==> src/hdl/iocl_pkg.sv <==
// Package for the in-order completion logger.
// Holds the transaction payload types, the controller state type and the
// command and status structs. Depends on nothing.
package iocl_pkg;

  // Operation codes of an input transaction.
  localparam logic OP_START = 1'b0;
  localparam logic OP_END   = 1'b1;

  // Input transaction payload.
  typedef struct packed {
    logic        op;
    logic [7:0]  task_id;
    logic [31:0] timestamp;
  } in_item_t;

  // Result transaction payload.
  typedef struct packed {
    logic [7:0]  task_id_res;
    logic [31:0] duration;
    logic        last;
  } out_item_t;

  // Controller states.
  typedef enum logic [1:0] {
    ST_IDLE,
    ST_LOOKUP,
    ST_RECORD,
    ST_RETIRE
  } state_t;

  // Commands from the controller to the datapath.
  typedef struct packed {
    logic capture;     // latch the accepted transaction, read the id map
    logic do_start;    // allocate the tail entry
    logic record;      // store the duration of a younger entry, mark it done
    logic emit;        // retire the head entry into the output register
    logic rd_at_head;  // entry read address follows the head pointer
    logic first;       // the head entry is the one named by the end event
  } cmd_t;

  // Status from the datapath to the controller.
  typedef struct packed {
    logic is_start;    // latched transaction is a start
    logic start_ok;    // start may allocate (in range, not live, not full)
    logic end_known;   // end names a live id
    logic is_head;     // the named entry is the head
    logic slot_done;   // the named entry is already done
    logic out_free;    // output register can take a result this cycle
    logic last;        // the entry being retired is the final one of the run
  } status_t;

endpackage

==> src/hdl/iocl_ctrl.sv <==
// Controller state machine of the in-order completion logger.
// Sequences lookup, record and retire steps; uses iocl_pkg for the state,
// command and status types.
module iocl_ctrl (
  input  logic             clk,
  input  logic             rst_n,
  input  logic             in_valid,
  output logic             in_stall,
  input  iocl_pkg::status_t st,
  output iocl_pkg::cmd_t    cmd
);

  iocl_pkg::state_t state_r, state_nxt;
  logic             first_r, first_nxt;

  // State and first-result flag registers.
  always_ff @(posedge clk) begin
    if (!rst_n) begin
      state_r <= iocl_pkg::ST_IDLE;
      first_r <= 1'b0;
    end else begin
      state_r <= state_nxt;
      first_r <= first_nxt;
    end
  end

  // The block takes a new transaction only between items.
  assign in_stall = (state_r != iocl_pkg::ST_IDLE);

  // Next state and commands.
  always_comb begin
    state_nxt = state_r;
    first_nxt = first_r;
    cmd       = '0;
    case (state_r)
      iocl_pkg::ST_IDLE: begin
        if (in_valid) begin
          cmd.capture = 1'b1;
          state_nxt   = iocl_pkg::ST_LOOKUP;
        end
      end
      iocl_pkg::ST_LOOKUP: begin
        state_nxt = iocl_pkg::ST_IDLE;
        if (st.is_start) begin
          cmd.do_start = st.start_ok;
        end else if (st.end_known) begin
          if (st.is_head) begin
            state_nxt = iocl_pkg::ST_RETIRE;
            first_nxt = 1'b1;
          end else if (!st.slot_done) begin
            state_nxt = iocl_pkg::ST_RECORD;
          end
        end
      end
      iocl_pkg::ST_RECORD: begin
        cmd.record = 1'b1;
        state_nxt  = iocl_pkg::ST_IDLE;
      end
      iocl_pkg::ST_RETIRE: begin
        cmd.rd_at_head = 1'b1;
        cmd.first      = first_r;
        if (st.out_free) begin
          cmd.emit  = 1'b1;
          first_nxt = 1'b0;
          if (st.last) begin
            state_nxt = iocl_pkg::ST_IDLE;
          end
        end
      end
      default: begin
        state_nxt = iocl_pkg::ST_IDLE;
      end
    endcase
  end

endmodule

==> src/hdl/iocl_dp.sv <==
// Datapath of the in-order completion logger.
// Holds the entry memories, the id map, head and occupancy, and the output
// register; uses iocl_pkg for payload, command and status types.
module iocl_dp #(
  parameter int DEPTH    = 16,
  parameter int ID_COUNT = 256
) (
  input  logic                clk,
  input  logic                rst_n,
  input  iocl_pkg::in_item_t  in_data,
  input  iocl_pkg::cmd_t      cmd,
  output iocl_pkg::status_t   st,
  input  logic                out_stall,
  output logic                out_valid,
  output iocl_pkg::out_item_t out_data
);

  localparam int SLOT_W    = $clog2(DEPTH);
  localparam int OCC_W     = $clog2(DEPTH + 1);
  localparam int SUM_W     = SLOT_W + 1;
  localparam int MAP_DEPTH = (ID_COUNT < 256) ? ID_COUNT : 256;
  localparam int MAP_AW    = $clog2(MAP_DEPTH);
  localparam bit ID_ALL    = (ID_COUNT >= 256);

  // Latched transaction.
  logic        op_r;
  logic [7:0]  id_r;
  logic [31:0] ts_r;

  // Buffer control state.
  logic [SLOT_W-1:0]    head_r;
  logic [OCC_W-1:0]     occ_r;
  logic [DEPTH-1:0]     done_r;
  logic [MAP_DEPTH-1:0] map_valid_r;

  // Memories and their read registers.
  logic [SLOT_W-1:0] map_slot_mem [MAP_DEPTH];
  logic [7:0]        entry_task_mem [DEPTH];
  logic [31:0]       entry_time_mem [DEPTH];
  logic [SLOT_W-1:0] map_slot_q;
  logic [7:0]        ent_task_q;
  logic [31:0]       ent_time_q;

  // Output register.
  logic                out_valid_r;
  iocl_pkg::out_item_t out_data_r;

  logic              id_in_range;
  logic              map_hit;
  logic [SLOT_W-1:0] head_next;
  logic [SUM_W-1:0]  tail_sum;
  logic [SLOT_W-1:0] tail;
  logic [SLOT_W-1:0] rd_addr;
  logic              time_we;
  logic [SLOT_W-1:0] time_wa;
  logic [31:0]       time_wd;
  logic [31:0]       dur;

  // Id range check and map lookup for the latched id.
  assign id_in_range = ID_ALL || (32'(id_r) < 32'(ID_COUNT));
  assign map_hit     = id_in_range && map_valid_r[id_r[MAP_AW-1:0]];

  // Ring pointer arithmetic.
  assign head_next = (head_r == SLOT_W'(DEPTH - 1)) ? '0 : head_r + 1'b1;
  assign tail_sum  = SUM_W'(head_r) + SUM_W'(occ_r);
  assign tail      = (tail_sum >= SUM_W'(DEPTH)) ? SLOT_W'(tail_sum - SUM_W'(DEPTH))
                                                 : SLOT_W'(tail_sum);

  // Status toward the controller.
  always_comb begin
    st.is_start  = (op_r == iocl_pkg::OP_START);
    st.start_ok  = id_in_range && !map_hit && (occ_r != OCC_W'(DEPTH));
    st.end_known = map_hit && (occ_r != '0);
    st.is_head   = (map_slot_q == head_r);
    st.slot_done = done_r[map_slot_q];
    st.out_free  = !out_valid_r || !out_stall;
    st.last      = (occ_r == OCC_W'(1)) || !done_r[head_next];
  end

  // Capture of the accepted transaction.
  always_ff @(posedge clk) begin
    if (cmd.capture) begin
      op_r <= in_data.op;
      id_r <= in_data.task_id;
      ts_r <= in_data.timestamp;
    end
  end

  // Id-to-slot map memory: read at capture, written at allocation.
  always_ff @(posedge clk) begin
    if (cmd.do_start) begin
      map_slot_mem[id_r[MAP_AW-1:0]] <= tail;
    end
    if (cmd.capture) begin
      map_slot_q <= map_slot_mem[in_data.task_id[MAP_AW-1:0]];
    end
  end

  // Entry memories: one write port for each, read every cycle.
  assign rd_addr = cmd.rd_at_head ? (cmd.emit ? head_next : head_r) : map_slot_q;
  assign time_we = cmd.do_start || cmd.record;
  assign time_wa = cmd.record ? map_slot_q : tail;
  assign time_wd = cmd.record ? (ts_r - ent_time_q) : ts_r;

  always_ff @(posedge clk) begin
    if (cmd.do_start) begin
      entry_task_mem[tail] <= id_r;
    end
    if (time_we) begin
      entry_time_mem[time_wa] <= time_wd;
    end
    ent_task_q <= entry_task_mem[rd_addr];
    ent_time_q <= entry_time_mem[rd_addr];
  end

  // Head, occupancy, done flags and map valid bits.
  always_ff @(posedge clk) begin
    if (!rst_n) begin
      head_r      <= '0;
      occ_r       <= '0;
      done_r      <= '0;
      map_valid_r <= '0;
    end else begin
      if (cmd.do_start) begin
        done_r[tail]                  <= 1'b0;
        map_valid_r[id_r[MAP_AW-1:0]] <= 1'b1;
        occ_r                         <= occ_r + 1'b1;
      end
      if (cmd.record) begin
        done_r[map_slot_q] <= 1'b1;
      end
      if (cmd.emit) begin
        done_r[head_r]                      <= 1'b0;
        map_valid_r[ent_task_q[MAP_AW-1:0]] <= 1'b0;
        head_r                              <= head_next;
        occ_r                               <= occ_r - 1'b1;
      end
    end
  end

  // The first result measures against the end time; later ones are stored.
  assign dur = cmd.first ? (ts_r - ent_time_q) : ent_time_q;

  // Output register.
  always_ff @(posedge clk) begin
    if (!rst_n) begin
      out_valid_r <= 1'b0;
    end else if (cmd.emit) begin
      out_valid_r <= 1'b1;
    end else if (!out_stall) begin
      out_valid_r <= 1'b0;
    end
  end

  always_ff @(posedge clk) begin
    if (cmd.emit) begin
      out_data_r.task_id_res <= ent_task_q;
      out_data_r.duration    <= dur;
      out_data_r.last        <= st.last;
    end
  end

  assign out_valid = out_valid_r;
  assign out_data  = out_data_r;

  // Occupancy never exceeds the buffer depth.
  a_occ_bound: assert property (@(posedge clk) disable iff (!rst_n)
    occ_r <= OCC_W'(DEPTH))
    else $error("occupancy above depth");

  // A retire never happens on an empty buffer.
  a_pop_nonempty: assert property (@(posedge clk) disable iff (!rst_n)
    cmd.emit |-> (occ_r != '0))
    else $error("retire on empty buffer");

  // A waiting result is never overwritten.
  a_no_overwrite: assert property (@(posedge clk) disable iff (!rst_n)
    (out_valid_r && out_stall) |-> !cmd.emit)
    else $error("output register overwritten while stalled");

  // Allocation never falls in the same cycle as a retirement or a record.
  a_excl: assert property (@(posedge clk) disable iff (!rst_n)
    !(cmd.do_start && (cmd.emit || cmd.record)))
    else $error("conflicting buffer updates");

endmodule

==> src/hdl/in_order_completion_logger_top.sv <==
// In-order completion logger: top level.
// Instantiates iocl_ctrl and iocl_dp; uses iocl_pkg for payload types.
//
// Usage: the input channel (in_valid, in_stall, in_data) carries start and
// end events of tasks, each with an id and a timestamp. The result channel
// (out_valid, out_stall, out_data) carries one transaction per retired task:
// its id, its duration (end minus start, modulo 2^32) and a last flag on the
// final result caused by one input event. Results come out in start order.
// Throughput: one input transaction is handled at a time. A start passes
// the idle and lookup states; an end of a younger task also the record
// state unless already done; an end of the oldest task then stays in the
// retire state until its run ends, and the run reads one entry per cycle
// from the entry memory while the receiver does not stall. The first result
// of a retire run passes the lookup and retire states to the output register.
// Reset (rst_n low, synchronous) empties the buffer and the id map at once;
// no clearing pass is needed. If the receiver stalls, the waiting result
// holds in the output register and the retire run pauses, while in_stall
// stays high until the run ends; input between items is not blocked by a
// waiting result.
module in_order_completion_logger_top #(
  parameter int DEPTH    = 16,
  parameter int ID_COUNT = 256
) (
  input  logic                clk,
  input  logic                rst_n,
  input  logic                in_valid,
  output logic                in_stall,
  input  iocl_pkg::in_item_t  in_data,
  output logic                out_valid,
  input  logic                out_stall,
  output iocl_pkg::out_item_t out_data
);

  iocl_pkg::cmd_t    cmd;
  iocl_pkg::status_t st;

  // Controller.
  iocl_ctrl u_ctrl (
    .clk      (clk),
    .rst_n    (rst_n),
    .in_valid (in_valid),
    .in_stall (in_stall),
    .st       (st),
    .cmd      (cmd)
  );

  // Datapath.
  iocl_dp #(
    .DEPTH    (DEPTH),
    .ID_COUNT (ID_COUNT)
  ) u_dp (
    .clk       (clk),
    .rst_n     (rst_n),
    .in_data   (in_data),
    .cmd       (cmd),
    .st        (st),
    .out_stall (out_stall),
    .out_valid (out_valid),
    .out_data  (out_data)
  );

endmodule
==> config.mk <==
export PLATFORM = sky130hd
export DESIGN_NAME = in_order_completion_logger_top
export DESIGN_NICKNAME = d
export VERILOG_FILES = /design/src/hdl/iocl_pkg.sv /design/src/hdl/iocl_ctrl.sv /design/src/hdl/iocl_dp.sv /design/src/hdl/in_order_completion_logger_top.sv
export SDC_FILE = /design/constraint.sdc
export NUM_CORES = 2
export LEC_CHECK = 0
export ABC_AREA = 1
export BUFFER_PORTS_ARGS = -buffer_cell sky130_fd_sc_hd__buf_4
export CAP_MARGIN = 20
export CORE_ASPECT_RATIO = 0.7
export CORE_MARGIN = 4
export CORE_UTILIZATION = 40
export CTS_CLUSTER_SIZE = 28
export DETAILED_ROUTE_END_ITERATION = 12
export PLACE_DENSITY = 0.53
export SLEW_MARGIN = 0
export SYNTH_ARGS = -nofsm -noshare
export SYNTH_HDL_FRONTEND = slang
export SYNTH_SLANG_ARGS = --single-unit
==> constraint.sdc <==
create_clock -name clk -period 15.5 [get_ports clk]
set_clock_uncertainty 0.2 [all_clocks]
set_input_delay 3.1 -clock clk [delete_from_list [all_inputs] [get_ports clk]]
set_output_delay 3.1 -clock clk [all_outputs]
set_load 0.1 [all_outputs]
==> run summary <==
The run finished with clean final reports. The aggregate negative setup slack is 0 ns, and the via count of the first global-routing pass is 58240. Prior to clock tree synthesis, the placed netlist has a worst setup slack of 6.854 ns. The final count of negative-setup-slack endpoints was 0; the clock slew seen by the registers of the worst setup and hold paths was 0.06 ns.

The logs give 0 for the hold-fix buffer count after cts and 0.08858 mm² for the post-synthesis cell area. The final route contains 63880 vias. The share of total power consumed by net switching works out to 24.68%. After synthesis, the share of flip-flops with an asynchronous set or reset is 0%. Internal power comes to 9065 µW. For this run, the slowest stage of the critical path takes 0.90 ns. On the final layout, the worst hold slack is 0.2491 ns. In this run the deepest clock path goes through 4 buffers. The number of nets produced by synthesis is 8602. The top-level port count is 88, and the weighted congestion reported at the end of routability-driven placement is 0.9201. For the worst-skew pair, the clock arrives at the later sink with an insertion delay of 0.88 ns. The count of flip-flops with a built-in enable after synthesis was 1750; the leakage dissipation was 0.03585 µW. Counting flops and latches in the post-synthesis netlist gives 2075.

The analysis attributes to net switching a power of 2970 µW. The proportion of layout cells with a drive suffix above 1 is 6.853%, and the number of nets in the final layout is 8505. The site row count is 144, and the average routed wire per standard cell is 24.32 µm. The share of the Yosys chip area taken by registers is 66.67%.

The floorplan step defined a die boundary enclosing 0.2292 mm². Ranked by instance count, the synthesized netlist is headed by edfxtp_1 (1750), o21ai_0 (1177), nand2_1 (1113), inv_1 (965), nor2_1 (811). Data on the critical path is required at its endpoint by 16.06 ns.

Per report_power, the sequential group accounts for 50.9% of the total. The worst hold path begins at u_dp.map_valid_r[23]. The width of the die works out to 570.5 µm. The HPWL reported at the end of detailed placement is 167200 µm. VDD sags by at most 0.08729 mV. Starting DRC count in detailed routing: 8227. The number of library cell types mapped by synthesis is 40. Clock tree synthesis selected as its root buffer the cell clkbuf_16. The maximum fanout along the worst path came out at 262. The number of instances in the placed design is 11120, and the gate count of the mapped netlist is 8514. The post-layout instance count excluding filler cells came out at 11510. The critical path is of the in2reg type. After routing the design area is 0.09870 mm². After detailed routing, the number of vias per cell comes to 5.552. Buffers inserted during clock tree synthesis total 207. The die span in y was 401.7 µm; the power per unit of standard cell area was 121.9 mW/mm². The initial utilization of the core area, before any placement, comes to 40.23%.

Reg-to-reg endpoint: u_dp.map_slot_mem[94][0]. The dominant delay contributor by cell family on the critical path was buffers and inverters. The dominant synthesized flop cell was edfxtp_1. By instance count, the leading cell after synthesis is edfxtp_1. The maximum number of pins on one net before global-route repair is 263. The clock group share of total power was 40.8%; the normalized max-slew margin was 17.32%.

The number of antenna violations at the first check in global routing was 23. The global-route wire length before repair is 404200 µm. The post-place instance area came out at 0.09212 mm².

The tools report the global router's overall resource usage as 23.62%. Walking the worst path, the cells encountered are buf_4, nand2_1, nand2_1, clkinv_2, buf_4, nand2_1, o21ai_0, o21ai_4, buf_12, buf_4, a21oi_1, o21ai_0, nand2_1, o221ai_1, nand2_1. The final wirelength was 279800 µm.

The share of synthesized area in the top cell type comes to 59.32%. Dividing the final minimum period by the clock period gives 50.25%. Before antenna repair, the detailed router went through 6 iterations.

The total number of yosys warnings was 0; the placeable core region was 0.2202 mm². The worst register-to-register path has a depth of 21. The transition time of the tightest slew-check pin was 1.227 ns.

The internal reg-to-reg setup slack was 7.95 ns. Of the total power, combinational logic draws 8.3%. The number of I/O port buffers was 87.

The min-delay analysis places its worst path in the category reg2reg. The worst path needs 7.789 ns of the cycle, external delays included. Setup slack closes at 7.711 ns.

The worst setup path is captured at a register. For the critical path arrival, the log shows 8.35 ns. The synthesized design spends more area on one cell type than any other, namely edfxtp_1.

Among all stages on the critical path, the largest delay is contributed by buf_4. In this run the post-CTS setup repair buffer count came out at 0. The tools report the sort of element at the start of the critical path as an input pin. In this run the critical register-to-register path is launched from u_dp.id_r[0]. For hold timing, the worst endpoint is u_dp.map_valid_r[23].

Timing would allow up to 0.1284 GHz. The logs give 0 for the final-report hold violation count and 0 for the count of unresolved DRC violations after routing. After global routing the overflow that remains totals 0. Each instance of the synthesized netlist takes up on average 10.40 µm². TritonCTS built the clock tree. The worst hold path passes through 2 cells. Setup repair after global routing left no endpoint under its margin. The number of clock sinks came out at 2075.

The clock tree synthesis step divided the H-tree into 4 levels. The buffering stage count on the worst path with inverters included was 5; the final number of max-transition violations was 0. By instance count, the cell type seen most on the critical path is nand2_1.

Antenna violation net count after detailed routing: 0. By area the synthesized netlist is led by edfxtp_1 (59%), dfxtp_1 (7.3%), o21ai_0 (6.6%). The logs give 0 for the max-cap violation count and 0 for the number of resized instances in the post-cts repair step. The area added between synthesis and finish was 11.42%.
sequential cells by signal, indices dropped and copies added (netlist names), 16 cells and up:
| register | cells |
|---|---|
| u_dp.done_r | 16 |
| u_dp.ent_time_q | 32 |
| u_dp.entry_task_mem | 128 |
| u_dp.entry_time_mem | 512 |
| u_dp.map_slot_mem | 1024 |
| u_dp.map_valid_r | 256 |
| u_dp.out_data | 41 |
| u_dp.ts_r | 32 |
placed cells by master (no fill, tap or decap), types with 17 or more instances in the layout:
| cell type | n |
|---|---|
| buf_4 | 223 |
| dfxtp_1 | 325 |
| clkbuf_1 | 57 |
| clkinv_1 | 37 |
| nand3_1 | 588 |
| nor2_1 | 776 |
| o31ai_1 | 19 |
| o21ai_1 | 82 |
| nand2_1 | 1113 |
| nand4_1 | 18 |
| clkbuf_8 | 17 |
| a21oi_1 | 522 |
| nor2_4 | 21 |
| o22ai_1 | 293 |
| o21ai_0 | 1170 |
| inv_1 | 960 |
| xnor2_1 | 17 |
| o211ai_1 | 167 |
| clkbuf_16 | 210 |
| clkinv_2 | 30 |
| ha_1 | 40 |
| edfxtp_1 | 1750 |
routing by layer:
metal / GRT usage [%] / share of wire (%) / vias to the layer above
li1: - / - / 29440
met1: 36.83 / 46 / 31150
met2: 31.78 / 40 / 2916
met3: 7.015 / 11 / 375
met4: 5.716 / 2.4 / 0
met5: 0 / 0 / -
cell type report:
class | instances | area [µm²]
Fill cell | 20560 | 121500
Sequential cell | 2075 | 59060
Multi-Input combinational cell | 4920 | 23920
Clock buffer | 282 | 5675
Inverter | 976 | 3689
Tap cell | 2920 | 3654
Timing Repair Buffer | 237 | 1918
Clock inverter | 90 | 777.0
Antenna cell | 5 | 12.51
worst register-to-register path, stage by stage (launching register included):
cell and delay, ns:
edfxtp_1 0.32, buf_4 0.60, buf_4 0.73, inv_2 0.67, nand2_1 0.21, nand2_1 0.07
nand2_1 0.05, nand2_1 0.12, nand2_1 0.08, nand2_1 0.06, o21ai_1 0.56, nand3_1 0.16
nand2_1 0.11, inv_2 0.03, nor2_1 0.10, nand2_1 0.29, nor2_4 0.26, buf_4 0.59
buf_12 0.66, buf_4 0.69, nand3_1 0.34, inv_1 0.30
power groups by stage:
stage | clock (µW) | sequential [µW] | combinational (µW)
2_1_floorplan | 0 | 6210 | 635
3_3_place_gp | 0 | 6240 | 968
3_5_place_dp | 0 | 6240 | 973
4_1_cts | 5000 | 6120 | 977
5_1_grt | 5240 | 6120 | 1090
6_report | 4910 | 6120 | 1000
worst max-delay path by stage:
| stage | startpoint | end | slack (ns) | depth (start not counted) |
|---|---|---|---|---|
| 6_report | out_stall | u_dp.ent_time_q[24] | 7.71 | 15 |
| 5_1_grt | out_stall | u_dp.ent_time_q[24] | 7.16 | 15 |
| 4_1_cts | out_stall | u_dp.ent_time_q[24] | 7.79 | 15 |
| 3_5_place_dp | out_stall | u_dp.ent_time_q[24] | 6.85 | 15 |
| 3_3_place_gp | out_stall | u_dp.ent_time_q[24] | 6.92 | 15 |
| 2_1_floorplan | u_dp.head_r[2] | u_dp.entry_time_mem[10][0] | 4.64 | 8 |
logic make-up after synthesis:
logic type | after synthesis | synth area share (%)
AOI/OAI and AO/OA | 2282 | 13.92
DFF | 2075 | 66.67
and+or+nand+nor | 2563 | 11.82
adders and majority gates | 43 | 0.6243
buffers and inverters | 1519 | 6.653
xor gates and xnor gates | 32 | 0.3164
metrics by stage:
| stage | total power, µW | utilization [%] |
|---|---|---|
| floorplan | 6842 | - |
| global placement | 7209 | 41.84 |
| detailed placement | 7213 | 41.84 |
| CTS | 12090 | 44.77 |
| finish | 12030 | 44.83 |
| global route | 12450 | 44.82 |
(Power assumes the default switching activity.)
